**config.mk**
```make
export PLATFORM = sky130hd
export DESIGN_NAME = integer_square_root
export DESIGN_NICKNAME = d
export VERILOG_FILES = /design/src/rtl/isr_pkg.sv /design/src/rtl/integer_square_root.sv /design/src/rtl/isr_datapath.sv /design/src/rtl/isr_control.sv
export SDC_FILE = /design/constraint.sdc
export NUM_CORES = 1
export LEC_CHECK = 0
export ABC_AREA = 1
export BUFFER_PORTS_ARGS = -buffer_cell sky130_fd_sc_hd__buf_2
export CORE_UTILIZATION = 60
export DETAILED_ROUTE_END_ITERATION = 16
export PLACE_DENSITY = 0.83
export SLEW_MARGIN = 0
export SYNTH_ARGS = -nofsm -noshare
export SYNTH_HDL_FRONTEND = slang
export SYNTH_SLANG_ARGS = --single-unit
export TNS_END_PERCENT = 20
```
**constraint.sdc**
```tcl
create_clock -name clock -period 5.3 [get_ports clock]
set_input_delay 0.795 -clock clock [delete_from_list [all_inputs] [get_ports clock]]
set_output_delay 0.795 -clock clock [all_outputs]
set_load 0.01 [all_outputs]
```
**src/rtl/isr_pkg.sv**
```systemverilog
// shared constants, types and state encoding for the integer square root block
package isr_pkg;

   // width of the radicand that the root is taken over
   localparam int RADICAND_BITS = 32;
   // width of the input and output words
   localparam int REQ_DATA_BITS = 32;
   localparam int RSP_DATA_BITS = 16;
   // highest even bit position below the radicand width
   localparam int TOP_BIT       = ((RADICAND_BITS - 1) / 2) * 2;
   // one digit step per bit pair
   localparam int STEPS         = TOP_BIT / 2 + 1;
   localparam int CNT_BITS      = $clog2(STEPS + 1);
   // largest root the output field can carry
   localparam logic [RSP_DATA_BITS-1:0] ROOT_MAX = '1;

   typedef enum logic [1:0] {
      ST_IDLE,
      ST_RUN,
      ST_DONE
   } isr_state_type;

   typedef struct packed {
      logic load;     // take a new radicand into the datapath
      logic step;     // perform one digit step
      logic publish;  // copy the finished root into the output register
   } isr_cmd_type;

endpackage

```
**src/rtl/integer_square_root.sv**
```systemverilog
// top level of the digit-by-digit integer square root
//
//   channel  | direction | word
//   ---------+-----------+--------------------------------------
//   req_     | in        | tdata[31:0] radicand, unsigned
//   rsp_     | out       | tdata[15:0] root, floor square root
//
// each word is loaded, then takes sixteen digit steps (one bit pair of
// the radicand a cycle through a single compare-and-subtract unit), and
// its root is then moved into the output register
// a new word is taken while the previous root still waits in the output
// register; if that register is still full when the steps end, the
// sequencer holds until it drains
// reset is synchronous and clears only the sequencer and the output valid
module integer_square_root (
   input  logic                               clock,
   input  logic                               reset,
   // radicand in
   input  logic                               req_tvalid,
   output logic                               req_tready,
   input  logic [isr_pkg::REQ_DATA_BITS-1:0]  req_tdata,   // [31:0] radicand
   // root out
   output logic                               rsp_tvalid,
   input  logic                               rsp_tready,
   output logic [isr_pkg::RSP_DATA_BITS-1:0]  rsp_tdata    // [15:0] root
);

   // commands from the sequencer to the datapath
   isr_pkg::isr_cmd_type cmd;

   // sequencer: owns the step count and the output valid flag
   isr_control u_control (
      .clock      (clock),
      .reset      (reset),
      .req_tvalid (req_tvalid),
      .req_tready (req_tready),
      .rsp_tvalid (rsp_tvalid),
      .rsp_tready (rsp_tready),
      .cmd        (cmd)
   );

   // datapath: remainder, partial root, trial bit and output register
   isr_datapath u_datapath (
      .clock    (clock),
      .cmd      (cmd),
      .radicand (req_tdata),
      .root     (rsp_tdata)
   );

endmodule

```
**src/rtl/isr_datapath.sv**
```systemverilog
// remainder, root and trial bit registers with one digit step per cycle
module isr_datapath (
   input  logic                                clock,
   input  isr_pkg::isr_cmd_type                cmd,
   input  logic [isr_pkg::REQ_DATA_BITS-1:0]   radicand,
   output logic [isr_pkg::RSP_DATA_BITS-1:0]   root
);

   localparam int W = isr_pkg::RADICAND_BITS;

   logic [W-1:0] rem_ff,  rem_in;
   logic [W-1:0] acc_ff,  acc_in;
   logic [W-1:0] bit_ff,  bit_in;
   logic [isr_pkg::RSP_DATA_BITS-1:0] root_ff, root_in;
   logic [W:0]   trial;
   logic         take;

   // trial carries one spare bit so the sum never wraps
   assign trial = {1'b0, acc_ff} + {1'b0, bit_ff};
   assign take  = {1'b0, rem_ff} >= trial;

   always_comb begin
      rem_in  = rem_ff;
      acc_in  = acc_ff;
      bit_in  = bit_ff;
      root_in = root_ff;
      if (cmd.load) begin
         rem_in = W'(radicand);
         acc_in = '0;
         bit_in = W'(1) << isr_pkg::TOP_BIT;
      end else if (cmd.step) begin
         if (take) begin
            rem_in = rem_ff - trial[W-1:0];
            acc_in = (acc_ff >> 1) + bit_ff;
         end else begin
            acc_in = acc_ff >> 1;
         end
         bit_in = bit_ff >> 2;
      end
      if (cmd.publish) begin
         // saturate when the radicand is wider than twice the output
         if ((W + 1) / 2 > isr_pkg::RSP_DATA_BITS &&
             acc_ff > W'(isr_pkg::ROOT_MAX)) begin
            root_in = isr_pkg::ROOT_MAX;
         end else begin
            root_in = isr_pkg::RSP_DATA_BITS'(acc_ff);
         end
      end
   end

   always_ff @(posedge clock) begin
      rem_ff  <= rem_in;
      acc_ff  <= acc_in;
      bit_ff  <= bit_in;
      root_ff <= root_in;
   end

   assign root = root_ff;

endmodule

```
**src/rtl/isr_control.sv**
```systemverilog
// sequencer for load, digit steps and hand-over to the output register
module isr_control (
   input  logic                 clock,
   input  logic                 reset,
   input  logic                 req_tvalid,
   output logic                 req_tready,
   output logic                 rsp_tvalid,
   input  logic                 rsp_tready,
   output isr_pkg::isr_cmd_type cmd
);

   isr_pkg::isr_state_type       state_ff, state_in;
   logic [isr_pkg::CNT_BITS-1:0] cnt_ff,   cnt_in;
   logic                         valid_ff, valid_in;
   logic                         last_step;
   logic                         slot_free;

   assign last_step = cnt_ff == isr_pkg::CNT_BITS'(isr_pkg::STEPS - 1);
   assign slot_free = !valid_ff || rsp_tready;

   // next state
   always_comb begin
      state_in = state_ff;
      unique case (state_ff)
         isr_pkg::ST_IDLE: begin
            if (req_tvalid) state_in = isr_pkg::ST_RUN;
         end
         isr_pkg::ST_RUN: begin
            if (last_step) state_in = isr_pkg::ST_DONE;
         end
         isr_pkg::ST_DONE: begin
            if (slot_free) state_in = isr_pkg::ST_IDLE;
         end
         default: state_in = isr_pkg::ST_IDLE;
      endcase
   end

   // outputs
   always_comb begin
      req_tready  = 1'b0;
      cmd         = '0;
      unique case (state_ff)
         isr_pkg::ST_IDLE: begin
            req_tready = 1'b1;
            cmd.load   = req_tvalid;
         end
         isr_pkg::ST_RUN: begin
            cmd.step = 1'b1;
         end
         isr_pkg::ST_DONE: begin
            cmd.publish = slot_free;
         end
         default: begin
            req_tready = 1'b0;
         end
      endcase
   end

   always_comb begin
      cnt_in = cnt_ff;
      if (cmd.load) begin
         cnt_in = '0;
      end else if (cmd.step) begin
         cnt_in = cnt_ff + 1'b1;
      end
      valid_in = valid_ff;
      if (cmd.publish) begin
         valid_in = 1'b1;
      end else if (rsp_tready) begin
         valid_in = 1'b0;
      end
   end

   always_ff @(posedge clock) begin
      if (reset) begin
         state_ff <= isr_pkg::ST_IDLE;
         cnt_ff   <= '0;
         valid_ff <= 1'b0;
      end else begin
         state_ff <= state_in;
         cnt_ff   <= cnt_in;
         valid_ff <= valid_in;
      end
   end

   assign rsp_tvalid = valid_ff;

endmodule

```
==> summary.txt, run 1 <==
STA
  – Worst Setup Slack, final: 0.608 ns
  – Post-Route Setup TNS: 0 ns
  – RSZ-0062 raised after global routing: false
  – Layout Skew: 0.00637 ns
  – Worst Tran Pin Value: 1.09 ns
  – Final setup fails: 0
  – Period utilisation layout: 0.885
  – Max-slew violations: 0
  – Final Hold Vio Count: 0
  – FMAX: 0.213 GHz
  – Final min period: 4.69 ns
  – Slew headroom: 0.270

Die
  – Core box area: 14800 µm²
  – Num rows: 44
  – Die ar.: 15900 µm²
  – IO Count: 54
  – Die X-Extent: 126 µm
  – Initial Utilization: 0.626
  – Die height: 126 µm

Synth
  – Ys flop type: dfxtp_1
  – Multiplexer share of the synthesized area: 0
  – Synth top cells by count: nand2_1 (405), inv_1 (172), nand3_1 (151)
  – Share of synthesized registers carrying an async set or reset: 0
  – Synth Area in XOR/XNOR: 0.0550
  – Yosys warning count: 0
  – Avg Cell Area, Syn: 6.54 µm²
  – Post-Synth Simple-Gate Area: 0.359
  – Top-area cell type share of the netlist area: 0.165
  – EDFF count, synth: 48
  – Synth area leaders: nand2_1 (16%), edfxtp_1 (16%), dfxtp_1 (12%)
  – Synth Area in Compound Gates: 0.120
  – Distinct cells, synth: 52
  – Most numerous cell in the Yosys netlist: nand2_1
  – Syn Std Cell Area: 9230 µm²
  – Adder-cell area share of the yosys netlist: 0.0943
  – Area leader, netlist: nand2_1
  – Largest family of logic cells by synthesized area: simple AND/OR/NAND/NOR gates
  – Syn Nets: 1517
  – #FFs+latches synth: 104
  – Post-Syn Instances: 1412
  – Seq/Total Area, Yosys: 0.278

Placement
  – Final HPWL DP: 19900 µm
  – Buffers on Ports: 53
  – Placed Area: 9590 µm²
  – DP Worst Slack: 0.786 ns
  – GP Congestion: 0.985
  – Placed Cells: 1612

Critical path
  – Peak fanout along the critical path: 32
  – Type of the worst setup path: flip-flop to flip-flop
  – Worst Setup SP: u_datapath.acc_ff[8]$_SDFFE_PP0P_
  – Setup crit start kind: flip-flop
  – Worst R2R End: u_datapath.acc_ff[22]$_SDFFE_PP0P_
  – Crit. End Element: flip-flop
  – R2r startpoint: u_datapath.acc_ff[8]$_SDFFE_PP0P_
  – Req. time, crit path: 5.48 ns
  – Slowest CP cell: dfxtp_1
  – CP cell instances: ha_1 > nand2_1 > o21ai_0 > inv_1 > nand2_1 > a21oi_1 > o21ai_0 > a21oi_1 > xor2_1 > ha_1 > nand2_1 > nor2_1 > nand2_1 > nor2_1 > nand2_2 > nand3_2 > nand3_4 > nand2_4 > buf_4 > nand2_1 > nand3_1 > a21oi_1
  – WP buf/inv: 2
  – Max incr delay on CP: 0.57 ns
  – Kind of cell adding the most delay to the critical path: simple AND/OR/NAND/NOR gates
  – Worst path arrival time: 4.88 ns
  – Top cell by count, worst path: nand2_1
  – Worst R2R Setup Slack: 0.61 ns
  – R2R cell count: 22

Clocking
  – Post-CTS sizing: 0
  – TritonCTS buffer count: 9
  – Clock sinks: 104
  – Clock Root Buffer: clkbuf_16
  – Post-cts hold buffer count: 0
  – Worst-skew pair later-pin latency: 0.35 ns
  – Clock Path Buffers: 2
  – Worst-path clk slew: 0.08 ns
  – Postcts setup bufs: 0
  – CTS tree: built
  – H-Tree Depth: 3

Global routing
  – Pin count of the biggest net entering global routing: 61
  – Global route total overflow: 0
  – Global-route wire length before repair: 41600 µm
  – GRT Overall Usage: 0.328
  – Initial antenna violation count: 0
  – Vias in the first global route: 8445

Route
  – Initial DRC count: 907
  – Number of remaining DRC errors: 0
  – Vias/cell: 5.68
  – Via count: 9252
  – Top sig layer: met4
  – Final ANT Viol Nets: 0
  – Wire length per cell: 15.9 µm
  – Met3 Routed Length: 2000 µm
  – Met1 Wirelength: 11600 µm
  – Routed wl met2: 11600 µm
  – Detailed Route WL: 25900 µm
  – Detailed Routing Iterations Pass 1: 7

Pwr
  – VDD IR max: 416 µV
  – Leakage: 4.60 nW
  – Pwr Density: 584 nW/µm²

Finish
  – Cell Count, Final, Fillers Out: 1628
  – Finished Core Util: 0.669
  – Area grow syn2layout: 6.89%
  – Final nets: 1544
  – Post-route cell area: 9870 µm²
  – Fill cells: 1354
  – Ant. Diodes: 0
  – Share of post-route cells with drive strength above 1: 0.0824

Run status
  – Status: complete, no violations

Hold path
  – Worst Hold Class: flip-flop to flip-flop
  – Hold path depth: 1
  – Hold EP: u_control.cnt_ff[3]$_SDFFE_PP0P_
  – Worst hold start: u_control.cnt_ff[3]$_SDFFE_PP0P_

Run
  – Max_cap viols: 0
-- flip-flops by register name, summed over array words and instances, names as in the netlist --
name / count
u_control.cnt_ff: 5
u_control.rsp_tvalid: 1
u_control.state_ff: 2
u_datapath.acc_ff: 32
u_datapath.bit_ff: 16
u_datapath.rem_ff: 32
u_datapath.root: 16
-- final cells by class --
class / instances / area, µm² / area share
inverter: 176 / 661 / 0.0670
multi-input combinational: 1089 / 5810 / 0.589
clock buffer: 10 / 229 / 0.0232
clock inverter: 6 / 52.6 / 0.00533
tap: 184 / 230 / 0.0233
sequential: 104 / 2560 / 0.260
timing repair buffer: 59 / 323 / 0.0327
-- stage by stage --
stage,power (mW),hold WS [ns]
after detailed placement,5.02,0.462
final,5.76,0.472
after global placement,4.97,0.432
after floorplan,4.18,0.422
after CTS,5.69,0.472
after global routing,6.26,0.495
-- where the power goes --
| part | internal, mW | switching [mW] |
|---|---|---|
| clock network | 0.327 | 0.328 |
| logic | 1.31 | 2.36 |
| registers | 1.16 | 0.269 |
| total | 2.80 | 2.96 |
-- layer usage --
metal | up-vias | track usage
li1 | 4682 | -
met1 | 4126 | 0.440
met2 | 389 | 0.533
met3 | 55 | 0.0493
met4 | 0 | 0.123
met5 | - | 0
-- worst reg2reg max path: stages, from the launching register on --
cell	delay, ns
dfxtp_1	0.57
ha_1	0.36
nand2_1	0.18
o21ai_0	0.12
inv_1	0.06
nand2_1	0.11
a21oi_1	0.33
o21ai_0	0.21
a21oi_1	0.20
xor2_1	0.13
ha_1	0.38
nand2_1	0.11
nor2_1	0.14
nand2_1	0.08
nor2_1	0.12
nand2_2	0.07
nand3_2	0.12
nand3_4	0.38
nand2_4	0.20
buf_4	0.35
nand2_1	0.13
nand3_1	0.09
a21oi_1	0.08
-- how the worst max path moves through the flow --
| stage | endpoint | cells past startpoint |
|---|---|---|
| after global placement | u_datapath.acc_ff[28]$_SDFFE_PP0P_ | 22 |
| final | u_datapath.acc_ff[22]$_SDFFE_PP0P_ | 22 |
| after CTS | u_datapath.acc_ff[22]$_SDFFE_PP0P_ | 22 |
| after detailed placement | u_datapath.acc_ff[24]$_SDFFE_PP0P_ | 22 |
| after floorplan | u_datapath.rem_ff[0]$_DFFE_PP_ | 23 |
| after global routing | u_datapath.acc_ff[24]$_SDFFE_PP0P_ | 22 |
-- logic make-up (layout without fill, tap and decap cells) --
family                     after synthesis  count (layout)
xor gates and xnor gates                58              58
DFF                                    104             104
adders and majority gates               69              69
buffers and inverters                  219             251
AOI/OAI and AO/OA                      198             198
and+or+nand+nor                        764             764
-- placed cells by master, fill, tap and decap left out, types with 48 or more instances in the layout --
cell type / n
ha_1: 68
edfxtp_1: 48
a21oi_1: 75
buf_2: 53
o21ai_0: 73
nor2_1: 126
nand2_1: 404
nand3_1: 151
dfxtp_1: 56
inv_1: 172
No activity file was read; power rests on OpenSTA's default activity.
==> run 2, diff against run 1 <==
Settings changed: CAP_MARGIN set to 0, GPL_ROUTABILITY_DRIVEN set to 0, SYNTH_HIERARCHICAL set to 1.
==> summary.txt, run 2 <==
Die
  – Initial Utilization: 0.618 (-0.00750)
  – IO Count: 54 (unchanged)
  – Die ar.: 15500 µm² (-2.3%)
  – Num rows: 44 (unchanged)
  – Die X-Extent: 125 µm (-1.1%)
  – Core box area: 14600 µm² (-1.1%)
  – Die height: 125 µm (-1.1%)

Clocking
  – TritonCTS buffer count: 9 (unchanged)
  – Worst-skew pair later-pin latency: 0.37 ns (+0.02 ns)
  – CTS tree: built
  – Worst-path clk slew: 0.08 ns (about the same)
  – Clock Path Buffers: 2 (unchanged)
  – Post-cts hold buffer count: 0 (unchanged)
  – Postcts setup bufs: 0 (unchanged)
  – Clock sinks: 104 (unchanged)
  – Post-CTS sizing: 0 (unchanged)
  – H-Tree Depth: 3 (unchanged)
  – Clock Root Buffer: clkbuf_16

Finish
  – Share of post-route cells with drive strength above 1: 0.0829 (+0.000506)
  – Most common cell after layout, fill and taps aside: nand2_1
  – Top Registers: u_datapath/acc_ff (32), u_datapath/rem_ff (32)
  – Finished Core Util: 0.664 (-0.00444)
  – Most frequent cells in the layout: nand2_1 (363), inv_1 (158), nor2_1 (137)
  – Final nets: 1499 (-2.9%)
  – Ant. Diodes: 0 (unchanged)
  – Area grow syn2layout: 7.46%

Placement
  – Buffers on Ports: 53 (unchanged)
  – DP Worst Slack: 0.852 ns (+0.0662 ns)
  – Final HPWL DP: 18000 µm (-9.3%)

Critical path
  – Type of the worst setup path: flip-flop to flip-flop
  – R2r startpoint: u_datapath/acc_ff[8]$_SDFFE_PP0P_
  – Peak fanout along the critical path: 32 (unchanged)
  – Setup crit start kind: flip-flop
  – Crit. End Element: flip-flop
  – Req. time, crit path: 5.32 ns (-0.16 ns)
  – WP buf/inv: 2 (unchanged)
  – Top cell by count, worst path: nand2_1
  – Kind of cell adding the most delay to the critical path: simple AND/OR/NAND/NOR gates
  – Slowest CP cell: ha_1
  – Max incr delay on CP: 0.40 ns (-0.17 ns)
  – CP cell instances: ha_1 > nand2_1 > o21bai_1 > inv_1 > o21ai_0 > a21oi_1 > nand2_1 > a21o_1 > a21oi_1 > xor2_1 > ha_1 > nand2_1 > nor2_1 > nand4_1 > nor2_1 > a21oi_1 > nor2_2 > nor2_8 > nand2_4 > nand2_1 > nand2_1 > buf_4
  – Worst Setup SP: u_datapath/acc_ff[8]$_SDFFE_PP0P_
  – Worst path arrival time: 4.56 ns (-0.32 ns)

STA
  – FMAX: 0.220 GHz (+3.4%)
  – Post-Route Setup TNS: 0 ns (unchanged)
  – RSZ-0062 raised after global routing: false
  – Period utilisation layout: 0.856 (-0.0294)
  – Final min period: 4.54 ns (-0.156 ns)
  – Final Hold Vio Count: 0 (unchanged)
  – Worst Setup Slack, final: 0.764 ns (+0.156 ns)
  – Layout Skew: 0.00794 ns (+0.00157 ns)
  – Max-slew violations: 0 (unchanged)
  – Final setup fails: 0 (unchanged)
  – Worst Tran Pin Value: 0.896 ns (-0.199 ns)
  – Slew headroom: 0.402 (+0.132)

Global routing
  – Global route total overflow: 0 (unchanged)
  – GRT Overall Usage: 0.304 (-0.0242)
  – Pin count of the biggest net entering global routing: 75 (+23%)
  – Vias in the first global route: 8088 (-4.2%)
  – Initial antenna violation count: 0 (unchanged)
  – Global-route wire length before repair: 38600 µm (-7.4%)

Synth
  – Area leader, netlist: edfxtp_1
  – Share of synthesized registers carrying an async set or reset: 0 (unchanged)
  – Top-area cell type share of the netlist area: 0.160 (-0.00486)
  – Syn Std Cell Area: 9020 µm² (-2.3%)
  – #FFs+latches synth: 104 (unchanged)
  – Synth area leaders: edfxtp_1 (16%), nand2_1 (15%), dfxtp_1 (12%)
  – Largest family of logic cells by synthesized area: simple AND/OR/NAND/NOR gates
  – Synth Area in Compound Gates: 0.134 (+0.0142)
  – Syn Nets: 1470 (-3.1%)
  – Yosys warning count: 6 (+6)
  – Seq/Total Area, Yosys: 0.284 (+0.00655)
  – Synth top cells by count: nand2_1 (363), inv_1 (159), nor2_1 (137)
  – EDFF count, synth: 48 (unchanged)
  – Adder-cell area share of the yosys netlist: 0.0966 (+0.00222)
  – Avg Cell Area, Syn: 6.61 µm² (+1.1%)
  – Post-Synth Simple-Gate Area: 0.336 (-0.0225)
  – Synth Area in XOR/XNOR: 0.0573 (+0.00227)
  – Distinct cells, synth: 47 (-9.6%)
  – Ys flop type: dfxtp_1
  – Multiplexer share of the synthesized area: 0 (unchanged)
  – Most numerous cell in the Yosys netlist: nand2_1
  – Post-Syn Instances: 1365 (-3.3%)

Pwr
  – VDD IR max: 512 µV (+23%)
  – Leakage: 4.32 nW (-6.2%)
  – Pwr Density: 579 nW/µm² (-0.78%)

Route
  – Initial DRC count: 937 (+3.3%)
  – Final ANT Viol Nets: 0 (unchanged)
  – Wire length per cell: 15.0 µm (-5.4%)
  – Via count: 9153 (-1.1%)
  – Detailed Route WL: 23800 µm (-8.0%)
  – Number of remaining DRC errors: 0 (unchanged)
  – Detailed Routing Iterations Pass 1: 6 (-1)
  – Vias/cell: 5.78 (+1.7%)

Run status
  – Status: complete, no violations

Hold path
  – Worst hold start: u_datapath/acc_ff[0]$_SDFFE_PP0P_
  – Worst Hold Class: flip-flop to flip-flop

Run
  – Max_cap viols: 0 (unchanged)
## run 2: cell types whose count changed after synthesis, moves of 4 or more
cell,before,now
a21oi_1,75,93
buf_2,17,12
clkbuf_1,21,25
inv_1,172,159
nand2_1,405,363
nand3_1,151,135
nand3b_1,13,8
nor2_1,127,137
o21bai_1,11,18
xnor2_1,29,23
xor2_1,29,36
## run 2: area by class of cell
cell class,count,area [µm²]
well taps,184,230
inverters,164,618
clock inverters,7,98.8
repair buffers,61,325
fillers,1322,4900
multi-input cells,1054,5630
flip-flops and latches,104,2560
clock buffers,9,225
## run 2: cells by family (layout without fill, tap and decap cells)
| kind of cell | count (synthesis) | count (layout) |
|---|---|---|
| simple gates | 707 | 707 |
| buf+inv | 207 | 241 |
| fa+ha+maj | 69 | 69 |
| flops | 104 | 104 |
| xor+xnor | 59 | 59 |
| compound gates | 219 | 219 |
## run 2: path summary, 6_finish.rpt
check                                        end  slack [ns]  cells after the start
setup / recovery  u_datapath/rem_ff[2]$_DFFE_PP_        0.76                     22
hold reg to reg     u_datapath/root[0]$_DFFE_PP_        0.48                      0
hold / removal      u_datapath/root[0]$_DFFE_PP_        0.48                      0
setup reg to reg  u_datapath/rem_ff[2]$_DFFE_PP_        0.76                     22
## run 2: report_power, final
group	leakage (nW)	switching (mW)	total (mW)	internal, mW
Sequential	0.922	0.228	1.39	1.16
Combinational	3.24	2.26	3.50	1.25
Clock	0.154	0.341	0.723	0.381
## run 2: stage by stage
step / cells / hold slack (ns) / instance area [µm²] / total power [mW]
after floorplan: 1365 / 0.431 / 9020 / 4.03
after global placement: 1567 / 0.446 / 9370 / 4.73
after detailed placement: 1567 / 0.457 / 9370 / 4.78
after CTS: 1583 / 0.477 / 9690 / 5.53
after global routing: 1583 / 0.509 / 9690 / 6.04
final: 1583 / 0.477 / 9690 / 5.61
## run 2: metal layers
layer  wire length [µm]  up-vias  global-route usage
met5                  0        -                   0
met1              10500     4202               0.403
met4                512        0               0.103
li1                   -     4555                   -
met2              11200      353               0.506
met3               1600       43              0.0425
## run 2: worst reg2reg max path, cell delays in order (launching register included)
cell and delay (ns):
dfxtp_1 0.39, ha_1 0.40, nand2_1 0.15, o21bai_1 0.21
inv_1 0.09, o21ai_0 0.30, a21oi_1 0.11, nand2_1 0.14
a21o_1 0.17, a21oi_1 0.08, xor2_1 0.15, ha_1 0.39
nand2_1 0.12, nor2_1 0.19, nand4_1 0.12, nor2_1 0.12
a21oi_1 0.08, nor2_2 0.22, nor2_8 0.15, nand2_4 0.10
nand2_1 0.04, nand2_1 0.08, buf_4 0.39
